## src/rtl/rsp_pkg.sv

```systemverilog
// Shared types, constants and helper functions for the rotate/scale pixel
// address generator. No dependencies.
package rsp_pkg;

  localparam int SIZE_W    = 11;
  localparam int COORD_W   = 10;
  localparam int NUM_W     = 21;
  localparam int IDX_W     = 20;
  localparam int ROT_W     = 2;
  localparam int CFG_IDX_W = 3;
  localparam int LIM_W     = 13;

  localparam logic [CFG_IDX_W-1:0] REG_DEST_W = 3'd0;
  localparam logic [CFG_IDX_W-1:0] REG_DEST_H = 3'd1;
  localparam logic [CFG_IDX_W-1:0] REG_SRC_W  = 3'd2;
  localparam logic [CFG_IDX_W-1:0] REG_SRC_H  = 3'd3;
  localparam logic [CFG_IDX_W-1:0] REG_ROT    = 3'd4;

  localparam logic [ROT_W-1:0] ROT_NONE = 2'd0;
  localparam logic [ROT_W-1:0] ROT_90   = 2'd1;
  localparam logic [ROT_W-1:0] ROT_180  = 2'd2;
  localparam logic [ROT_W-1:0] ROT_270  = 2'd3;

  typedef struct packed {
    logic [SIZE_W-1:0] dw;
    logic [SIZE_W-1:0] dh;
    logic [SIZE_W-1:0] sw;
    logic [SIZE_W-1:0] sh;
    logic [ROT_W-1:0]  rot;
  } cfg_t;

  typedef struct packed {
    logic [NUM_W-1:0] nx;
    logic [NUM_W-1:0] ny;
  } prod_t;

  typedef struct packed {
    logic [SIZE_W-1:0] rem;
    logic [NUM_W-1:0]  num;
    logic [NUM_W-1:0]  quo;
  } div_t;

  // Zero reads as one, anything above the limit reads as the limit.
  function automatic logic [SIZE_W-1:0] fit_size(logic [SIZE_W-1:0] v,
                                                 logic [LIM_W-1:0] lim);
    logic [SIZE_W-1:0] res;
    res = v;
    if (v == '0) begin
      res = SIZE_W'(1);
    end else if ({{(LIM_W-SIZE_W){1'b0}}, v} > lim) begin
      res = lim[SIZE_W-1:0];
    end
    return res;
  endfunction

  // One restoring-division step: bring down the next numerator bit.
  function automatic div_t div_step(div_t s, logic [SIZE_W-1:0] d);
    div_t            o;
    logic [SIZE_W:0] trial;
    trial = {s.rem, s.num[NUM_W-1]};
    o.num = {s.num[NUM_W-2:0], 1'b0};
    if (trial >= {1'b0, d}) begin
      o.rem = SIZE_W'(trial - {1'b0, d});
      o.quo = {s.quo[NUM_W-2:0], 1'b1};
    end else begin
      o.rem = trial[SIZE_W-1:0];
      o.quo = {s.quo[NUM_W-2:0], 1'b0};
    end
    return o;
  endfunction

endpackage

```

## src/rtl/rotate_scale_pixel_address.sv

```systemverilog
// Top level of the rotate/scale pixel address generator.
// Depends on rsp_pkg, rsp_front, rsp_fifo and rsp_back.
//
// Usage:
//  - Input channel (in_valid / in_stall): one destination pixel (in_dest_x,
//    in_dest_y) per transaction. Output channel (out_valid / out_stall): the
//    source column, row and linear index for that pixel, one transaction per
//    input, in order.
//  - Configuration: write cfg_wdata to register cfg_index while cfg_we is
//    high: 0 dest width, 1 dest height, 2 source width, 3 source height,
//    4 rotation in quarter turns. Sizes are fitted into 1..MAX on write.
//    Write only while the pipeline is empty.
//  - Throughput: one transaction per cycle while the receiver does not stall.
//    Path from input to output: product stage, queue, 21 divide stages of one
//    quotient bit each, rotate/clamp stage, index stage.
//  - Reset (rst_n low, synchronous): pipeline and queue empty, registers
//    back to 240 x 320 destination, 320 x 240 source, no rotation.
//  - Receiver stall: the back pipeline holds; the four-entry queue absorbs
//    the front stage; in_stall rises when the queue is full and a pixel waits.
module rotate_scale_pixel_address #(
  parameter int MAX_WIDTH  = 1024,
  parameter int MAX_HEIGHT = 1024
) (
  input  logic                          clk,
  input  logic                          rst_n,
  input  logic                          cfg_we,
  input  logic [rsp_pkg::CFG_IDX_W-1:0] cfg_index,
  input  logic [rsp_pkg::SIZE_W-1:0]    cfg_wdata,
  input  logic                          in_valid,
  output logic                          in_stall,
  input  logic [rsp_pkg::COORD_W-1:0]   in_dest_x,
  input  logic [rsp_pkg::COORD_W-1:0]   in_dest_y,
  output logic                          out_valid,
  input  logic                          out_stall,
  output logic [rsp_pkg::COORD_W-1:0]   out_source_x,
  output logic [rsp_pkg::COORD_W-1:0]   out_source_y,
  output logic [rsp_pkg::IDX_W-1:0]     out_source_index
);
  import rsp_pkg::*;

  localparam logic [LIM_W-1:0] LIM_W_MAX = LIM_W'(MAX_WIDTH);
  localparam logic [LIM_W-1:0] LIM_H_MAX = LIM_W'(MAX_HEIGHT);

  cfg_t  cfg_r;
  logic  push;
  prod_t push_data;
  logic  q_full;
  logic  q_not_empty;
  prod_t q_data;
  logic  pop;

  // Fit sizes on write so the datapath always sees legal values.
  always_ff @(posedge clk) begin
    if (!rst_n) begin
      cfg_r.dw  <= SIZE_W'(240);
      cfg_r.dh  <= SIZE_W'(320);
      cfg_r.sw  <= SIZE_W'(320);
      cfg_r.sh  <= SIZE_W'(240);
      cfg_r.rot <= ROT_NONE;
    end else if (cfg_we) begin
      unique case (cfg_index)
        REG_DEST_W: cfg_r.dw  <= fit_size(cfg_wdata, LIM_W_MAX);
        REG_DEST_H: cfg_r.dh  <= fit_size(cfg_wdata, LIM_H_MAX);
        REG_SRC_W:  cfg_r.sw  <= fit_size(cfg_wdata, LIM_W_MAX);
        REG_SRC_H:  cfg_r.sh  <= fit_size(cfg_wdata, LIM_H_MAX);
        REG_ROT:    cfg_r.rot <= cfg_wdata[ROT_W-1:0];
        default:    ;  // drop writes to unused indexes
      endcase
    end
  end

  rsp_front u_front (
    .clk       (clk),
    .rst_n     (rst_n),
    .cfg       (cfg_r),
    .in_valid  (in_valid),
    .in_stall  (in_stall),
    .in_dest_x (in_dest_x),
    .in_dest_y (in_dest_y),
    .push      (push),
    .push_data (push_data),
    .q_full    (q_full)
  );

  rsp_fifo u_fifo (
    .clk       (clk),
    .rst_n     (rst_n),
    .push      (push),
    .push_data (push_data),
    .full      (q_full),
    .pop       (pop),
    .not_empty (q_not_empty),
    .pop_data  (q_data)
  );

  rsp_back u_back (
    .clk              (clk),
    .rst_n            (rst_n),
    .cfg              (cfg_r),
    .q_not_empty      (q_not_empty),
    .q_data           (q_data),
    .pop              (pop),
    .out_valid        (out_valid),
    .out_stall        (out_stall),
    .out_source_x     (out_source_x),
    .out_source_y     (out_source_y),
    .out_source_index (out_source_index)
  );

endmodule

```

## src/rtl/rsp_front.sv

```systemverilog
// Front stage: accept a destination coordinate and form the scaled products.
// Depends on rsp_pkg.
module rsp_front (
  input  logic                          clk,
  input  logic                          rst_n,
  input  rsp_pkg::cfg_t                 cfg,
  input  logic                          in_valid,
  output logic                          in_stall,
  input  logic [rsp_pkg::COORD_W-1:0]   in_dest_x,
  input  logic [rsp_pkg::COORD_W-1:0]   in_dest_y,
  output logic                          push,
  output rsp_pkg::prod_t                push_data,
  input  logic                          q_full
);
  import rsp_pkg::*;

  logic              vld_r;
  prod_t             prod_r;
  logic              adv;
  logic              quarter;
  logic [SIZE_W-1:0] rw;
  logic [SIZE_W-1:0] rh;

  assign quarter  = (cfg.rot == ROT_90) || (cfg.rot == ROT_270);
  assign rw       = quarter ? cfg.sh : cfg.sw;
  assign rh       = quarter ? cfg.sw : cfg.sh;
  assign adv      = !vld_r || !q_full;
  assign in_stall = !adv;
  assign push     = vld_r && !q_full;
  assign push_data = prod_r;

  always_ff @(posedge clk) begin
    if (!rst_n) begin
      vld_r <= 1'b0;
    end else if (adv) begin
      vld_r <= in_valid;
    end
  end

  always_ff @(posedge clk) begin
    if (adv && in_valid) begin
      prod_r.nx <= NUM_W'(in_dest_x) * NUM_W'(rw);
      prod_r.ny <= NUM_W'(in_dest_y) * NUM_W'(rh);
    end
  end

endmodule

```

## src/rtl/rsp_fifo.sv

```systemverilog
// Short queue between the front and back stages.
// Depends on rsp_pkg.
module rsp_fifo (
  input  logic           clk,
  input  logic           rst_n,
  input  logic           push,
  input  rsp_pkg::prod_t push_data,
  output logic           full,
  input  logic           pop,
  output logic           not_empty,
  output rsp_pkg::prod_t pop_data
);
  import rsp_pkg::*;

  localparam int DEPTH = 4;
  localparam int PTR_W = $clog2(DEPTH);

  prod_t            mem_r [DEPTH];
  logic [PTR_W-1:0] wr_r;
  logic [PTR_W-1:0] rd_r;
  logic [PTR_W:0]   cnt_r;

  assign full      = (cnt_r == (PTR_W+1)'(DEPTH));
  assign not_empty = (cnt_r != '0);
  assign pop_data  = mem_r[rd_r];

  always_ff @(posedge clk) begin
    if (!rst_n) begin
      wr_r  <= '0;
      rd_r  <= '0;
      cnt_r <= '0;
    end else begin
      if (push) wr_r <= wr_r + 1'b1;
      if (pop)  rd_r <= rd_r + 1'b1;
      if (push && !pop) cnt_r <= cnt_r + 1'b1;
      else if (pop && !push) cnt_r <= cnt_r - 1'b1;
    end
  end

  always_ff @(posedge clk) begin
    if (push) mem_r[wr_r] <= push_data;
  end

  a_no_overflow: assert property (@(posedge clk) disable iff (!rst_n)
    push |-> (!full || pop)) else $error("push into full queue");
  a_no_underflow: assert property (@(posedge clk) disable iff (!rst_n)
    pop |-> not_empty) else $error("pop from empty queue");
  a_count_range: assert property (@(posedge clk) disable iff (!rst_n)
    cnt_r <= (PTR_W+1)'(DEPTH)) else $error("queue count out of range");

endmodule

```

## src/rtl/rsp_back.sv

```systemverilog
// Back stage: pipelined divide, rotation, clamp and linear index.
// Depends on rsp_pkg.
module rsp_back (
  input  logic                        clk,
  input  logic                        rst_n,
  input  rsp_pkg::cfg_t               cfg,
  input  logic                        q_not_empty,
  input  rsp_pkg::prod_t              q_data,
  output logic                        pop,
  output logic                        out_valid,
  input  logic                        out_stall,
  output logic [rsp_pkg::COORD_W-1:0] out_source_x,
  output logic [rsp_pkg::COORD_W-1:0] out_source_y,
  output logic [rsp_pkg::IDX_W-1:0]   out_source_index
);
  import rsp_pkg::*;

  logic              en;
  logic              dvld_r [NUM_W];
  div_t              dx_r   [NUM_W];
  div_t              dy_r   [NUM_W];
  div_t              dx_in  [NUM_W];
  div_t              dy_in  [NUM_W];
  logic              pvld_r;
  logic [SIZE_W-1:0] sx_r;
  logic [SIZE_W-1:0] sy_r;
  logic              ovld_r;
  logic [SIZE_W-1:0] osx_r;
  logic [SIZE_W-1:0] osy_r;
  logic [IDX_W-1:0]  oidx_r;
  logic signed [NUM_W+1:0] rx;
  logic signed [NUM_W+1:0] ry;
  logic signed [NUM_W+1:0] swm1;
  logic signed [NUM_W+1:0] shm1;
  logic signed [NUM_W+1:0] sx_raw;
  logic signed [NUM_W+1:0] sy_raw;
  logic [SIZE_W-1:0] sx_c;
  logic [SIZE_W-1:0] sy_c;

  assign en  = !ovld_r || !out_stall;
  assign pop = en && q_not_empty;

  // Divide stages: one quotient bit per stage, both axes side by side.
  genvar s;
  generate
    for (s = 0; s < NUM_W; s++) begin : g_div
      if (s == 0) begin : g_first
        assign dx_in[s] = '{rem: '0, num: q_data.nx, quo: '0};
        assign dy_in[s] = '{rem: '0, num: q_data.ny, quo: '0};
        always_ff @(posedge clk) begin
          if (!rst_n) dvld_r[s] <= 1'b0;
          else if (en) dvld_r[s] <= q_not_empty;
        end
      end else begin : g_next
        assign dx_in[s] = dx_r[s-1];
        assign dy_in[s] = dy_r[s-1];
        always_ff @(posedge clk) begin
          if (!rst_n) dvld_r[s] <= 1'b0;
          else if (en) dvld_r[s] <= dvld_r[s-1];
        end
      end
      always_ff @(posedge clk) begin
        if (en) begin
          dx_r[s] <= div_step(dx_in[s], cfg.dw);
          dy_r[s] <= div_step(dy_in[s], cfg.dh);
        end
      end
    end
  endgenerate

  // Rotate, then clamp into the source frame.
  assign rx   = $signed({2'b00, dx_r[NUM_W-1].quo});
  assign ry   = $signed({2'b00, dy_r[NUM_W-1].quo});
  assign swm1 = $signed((NUM_W+2)'(cfg.sw) - (NUM_W+2)'(1));
  assign shm1 = $signed((NUM_W+2)'(cfg.sh) - (NUM_W+2)'(1));

  always_comb begin
    unique case (cfg.rot)
      ROT_90: begin
        sx_raw = ry;
        sy_raw = shm1 - rx;
      end
      ROT_180: begin
        sx_raw = swm1 - rx;
        sy_raw = shm1 - ry;
      end
      ROT_270: begin
        sx_raw = swm1 - ry;
        sy_raw = rx;
      end
      default: begin
        sx_raw = rx;
        sy_raw = ry;
      end
    endcase
    if (sx_raw < 0)         sx_c = '0;
    else if (sx_raw > swm1) sx_c = swm1[SIZE_W-1:0];
    else                    sx_c = sx_raw[SIZE_W-1:0];
    if (sy_raw < 0)         sy_c = '0;
    else if (sy_raw > shm1) sy_c = shm1[SIZE_W-1:0];
    else                    sy_c = sy_raw[SIZE_W-1:0];
  end

  always_ff @(posedge clk) begin
    if (!rst_n) begin
      pvld_r <= 1'b0;
      ovld_r <= 1'b0;
    end else if (en) begin
      pvld_r <= dvld_r[NUM_W-1];
      ovld_r <= pvld_r;
    end
  end

  always_ff @(posedge clk) begin
    if (en) begin
      sx_r   <= sx_c;
      sy_r   <= sy_c;
      osx_r  <= sx_r;
      osy_r  <= sy_r;
      oidx_r <= IDX_W'(sy_r * cfg.sw + {{SIZE_W{1'b0}}, sx_r});
    end
  end

  assign out_valid        = ovld_r;
  assign out_source_x     = osx_r[COORD_W-1:0];
  assign out_source_y     = osy_r[COORD_W-1:0];
  assign out_source_index = oidx_r;

  a_x_in_frame: assert property (@(posedge clk) disable iff (!rst_n)
    ovld_r |-> (osx_r < cfg.sw)) else $error("source column outside frame");
  a_y_in_frame: assert property (@(posedge clk) disable iff (!rst_n)
    ovld_r |-> (osy_r < cfg.sh)) else $error("source row outside frame");
  a_div_to_post: assert property (@(posedge clk) disable iff (!rst_n)
    (en && dvld_r[NUM_W-1]) |=> pvld_r) else $error("divider result lost");

endmodule
```

## config.mk

```make
export PLATFORM = sky130hd
export DESIGN_NAME = rotate_scale_pixel_address
export DESIGN_NICKNAME = d
export VERILOG_FILES = /design/src/rtl/rsp_pkg.sv /design/src/rtl/rotate_scale_pixel_address.sv /design/src/rtl/rsp_front.sv /design/src/rtl/rsp_fifo.sv /design/src/rtl/rsp_back.sv
export SDC_FILE = /design/constraint.sdc
export NUM_CORES = 2
export LEC_CHECK = 0
export ABC_AREA = 0
export BUFFER_PORTS_ARGS = -buffer_cell sky130_fd_sc_hd__buf_2
export CORE_MARGIN = 2
export CORE_UTILIZATION = 58
export DETAILED_ROUTE_END_ITERATION = 6
export PLACE_DENSITY_LB_ADDON = 0.15
export SYNTH_ARGS = -nofsm -noshare
export SYNTH_HDL_FRONTEND = slang
export SYNTH_HIERARCHICAL = 1
export SYNTH_SLANG_ARGS = --single-unit
export TNS_END_PERCENT = 100
```

## constraint.sdc

```tcl
create_clock -name clk -period 42 [get_ports clk]
set_input_delay 4.2 -clock clk [delete_from_list [all_inputs] [get_ports clk]]
set_output_delay 4.2 -clock clk [all_outputs]
set_load 0.1 [all_outputs]
```

==> impl_metrics.toml <==
[cells_and_area]
final_cell_mix = "1614 x edfxtp_1, 706 x ha_1, 651 x inv_1"
nets = 8495
regArea_mm2 = 0.0497
syn2layout_area_growth_pct = 9.35
multiInputGateArea_mm2 = 0.0396
nFillCells = 11800
drive_gt1_share_pct = 10.1
final_common_cell = "edfxtp_1"
utilization_pct = 63.8
fin_area_mm2 = 0.101

[global_route]
overflow = 0
grt_antenna_before_repair = 19
grt_pass1_vias = 56100
grt_pass1_wl_um = 305000
grt_usage_pct = 23.7
grt_max_degree = 188

[die]
rows = 146
die_area_mm2 = 0.163
die_w_um = 403
core_mm2 = 0.158
ios = 81
start_util_pct = 58.4
die_h_um = 403

[clock_network]
cts.clk_slew.worst_paths_ns = 0.06
hold_buffers = 0
post-cts-setup-buffers = 0
ctsResizeCount = 0
cts_tree = "done"
cts_max_path_buffers = 3
worstSkewPairLatency_ns = 0.82
htreeDepth = 4
cts_buffers = 171
cts_root_buffer = "clkbuf_16"
cts_sinks = 1673

[synth]
yosysSeqAreaShare_pct = 53.7
ys_ff_latch = 1673
synth_nets = 8324
netlist_instances = 7306
synth.avg_cell_area_um2 = 12.7
netlist_area_mm2 = 0.0924
synth_flop_cell = "edfxtp_1"
yosysUniqueCellTypes = 94
ys_async_sr_fraction_pct = 0
synth_edf_count = 1614
yosysWarnings = 6

[sta]
fmax_mhz = 112
worstMarginPinSlew_ns = 1.21
finalCritPeriodShare_pct = 21.3
rsz0062_at_grt = "no"
setup_viol = 0
period_minus_slack_ns = 8.93
maxSlewViolCount = 0
whs_ns = 0.384
hold_viol = 0
finClkSkew_ns = 0.0621
relSlewSlack_pct = 19.1
setup_tns_ns = 0

[worst_setup_path]
crit_chain = "buf_2, nand2_4, buf_4, buf_4, buf_4, buf_4, buf_4"
worst_ep_arrival_time_ns = 9.34
slowest_delay_ns = 0.94
required_ns = 42.41
cp_common_cell = "buf_4"
worstSetupPathType = "primary input to flop"
crit_path_top_delay_cell = "buf_4"
path_delay_family = "buffers and inverters"
cp_max_fo = 90
r2r_setup_slack_ns = 34.08
crit_path_start_kind = "primary input"
worst-path-buf-inv = 6
critPathCaptureType = "flop"

[placement]
place.gp.congestion = 0.878
numPortBuffers = 80
placed_cell_area_mm2 = 0.0953
post-dp-hpwl_um = 131000

[drt]
route.vias.total = 57200
detail-route-antenna-nets = 0
routed_wl_um = 192000
post_drt_wl_per_cell_um = 19.7
post_drt_via_cell_ratio = 5.89
drc = 0
drtPass1Iterations = 5
first_iter_violations = 4590

[min_path]
hold_class = "flop to flop"

[pwr]
power_mw = 7.03
ir_drop_mv = 0.0943
power_density_mw_per_mm2 = 69.5
p_leak_nw = 41.9

[outcome]
status = "finished, final reports clean"

[run]
maxCapViolCount = 0
[per-stage QoR]
stage / setup WS, ns / cells
2_1_floorplan: 17.91 / 7306
3_3_place_gp: 32.34 / 9376
3_5_place_dp: 32.18 / 9376
4_1_cts: 33.05 / 9694
5_1_grt: 32.59 / 9699
6_report: 33.07 / 9703
[sequential cells by signal, indices dropped and copies added, names as in the netlist, 2 cells and up, named ones only]
name	count
u_back/out_source_index	20
u_back/osy_r	10
u_back/dvld_r	21
u_back/osx_r	10
u_back/dy_r	661
u_back/dx_r	661
u_front/push_data	42
u_back/sx_r	11
u_back/sy_r	11
u_fifo/wr_r	2
u_fifo/rd_r	2
u_fifo/cnt_r	3
u_fifo/mem_r	168
cfg_r	46
[final timing paths]
check | depth (start not counted) | start | end
worst max-delay path | 7 | out_stall | u_back/out_source_index[6]
worst min-delay path | 0 | u_back/dy_r[1][7] | u_back/dy_r[1][60]
worst min register to register | 0 | u_back/dy_r[1][7] | u_back/dy_r[1][60]
worst max register to register | 24 | cfg_r[6] | u_back/sy_r[9]
[final cells by class]
class	count	area share, %
Antenna cell	9	0.0223
Sequential cell	1673	49.1
Timing Repair Buffer	147	0.918
Inverter	665	2.47
Tap cell	2072	2.56
Clock buffer	206	4.43
Multi-Input combinational cell	4819	39.2
Clock inverter	112	1.29
[synthesized netlist by cell type, types with 67 or more instances]
library cell	n	share of area [%]
a21boi_0	96	0.78
a21o_1	119	0.97
a21oi_1	265	1.4
and2_1	202	1.4
and3_1	74	0.50
clkbuf_1	88	0.36
edfxtp_1	1614	52
fa_1	271	5.9
ha_1	708	9.6
inv_1	665	2.7
mux2_2	268	3.3
mux2i_1	174	1.9
nand2_1	574	2.3
nand3_1	193	1.0
nand4_1	83	0.56
nor2_1	302	1.2
nor2b_1	133	0.90
nor3_1	155	0.84
o21a_1	67	0.54
o21ai_0	266	1.4
xnor2_1	142	1.3
xor2_1	119	1.1
[power breakdown]
group	internal [mW]	leakage, nW	total [mW]	switching, mW
clock	0.879	2.78	1.53	0.654
combinational	1.11	21.6	2.57	1.46
sequential	2.64	17.5	2.93	0.281
total	4.63	41.9	7.03	2.40
[routing by layer]
layer,part of all wire [%],GRT usage (%)
met1,45,34.0
met3,6.4,4.16
met5,0.042,0
met2,46,37.4
met4,2.3,6.39
[cell families after synthesis]
| family | count (synthesis) | share of synthesized area (%) |
|---|---|---|
| simple gates | 1923 | 10.3 |
| flops | 1673 | 53.7 |
| compound gates | 1172 | 8.43 |
| fa+ha+maj | 979 | 15.5 |
| buf+inv | 814 | 3.48 |
| mux | 484 | 6.18 |
| xor+xnor | 261 | 2.47 |
No activity file was read; power rests on OpenSTA's default activity.
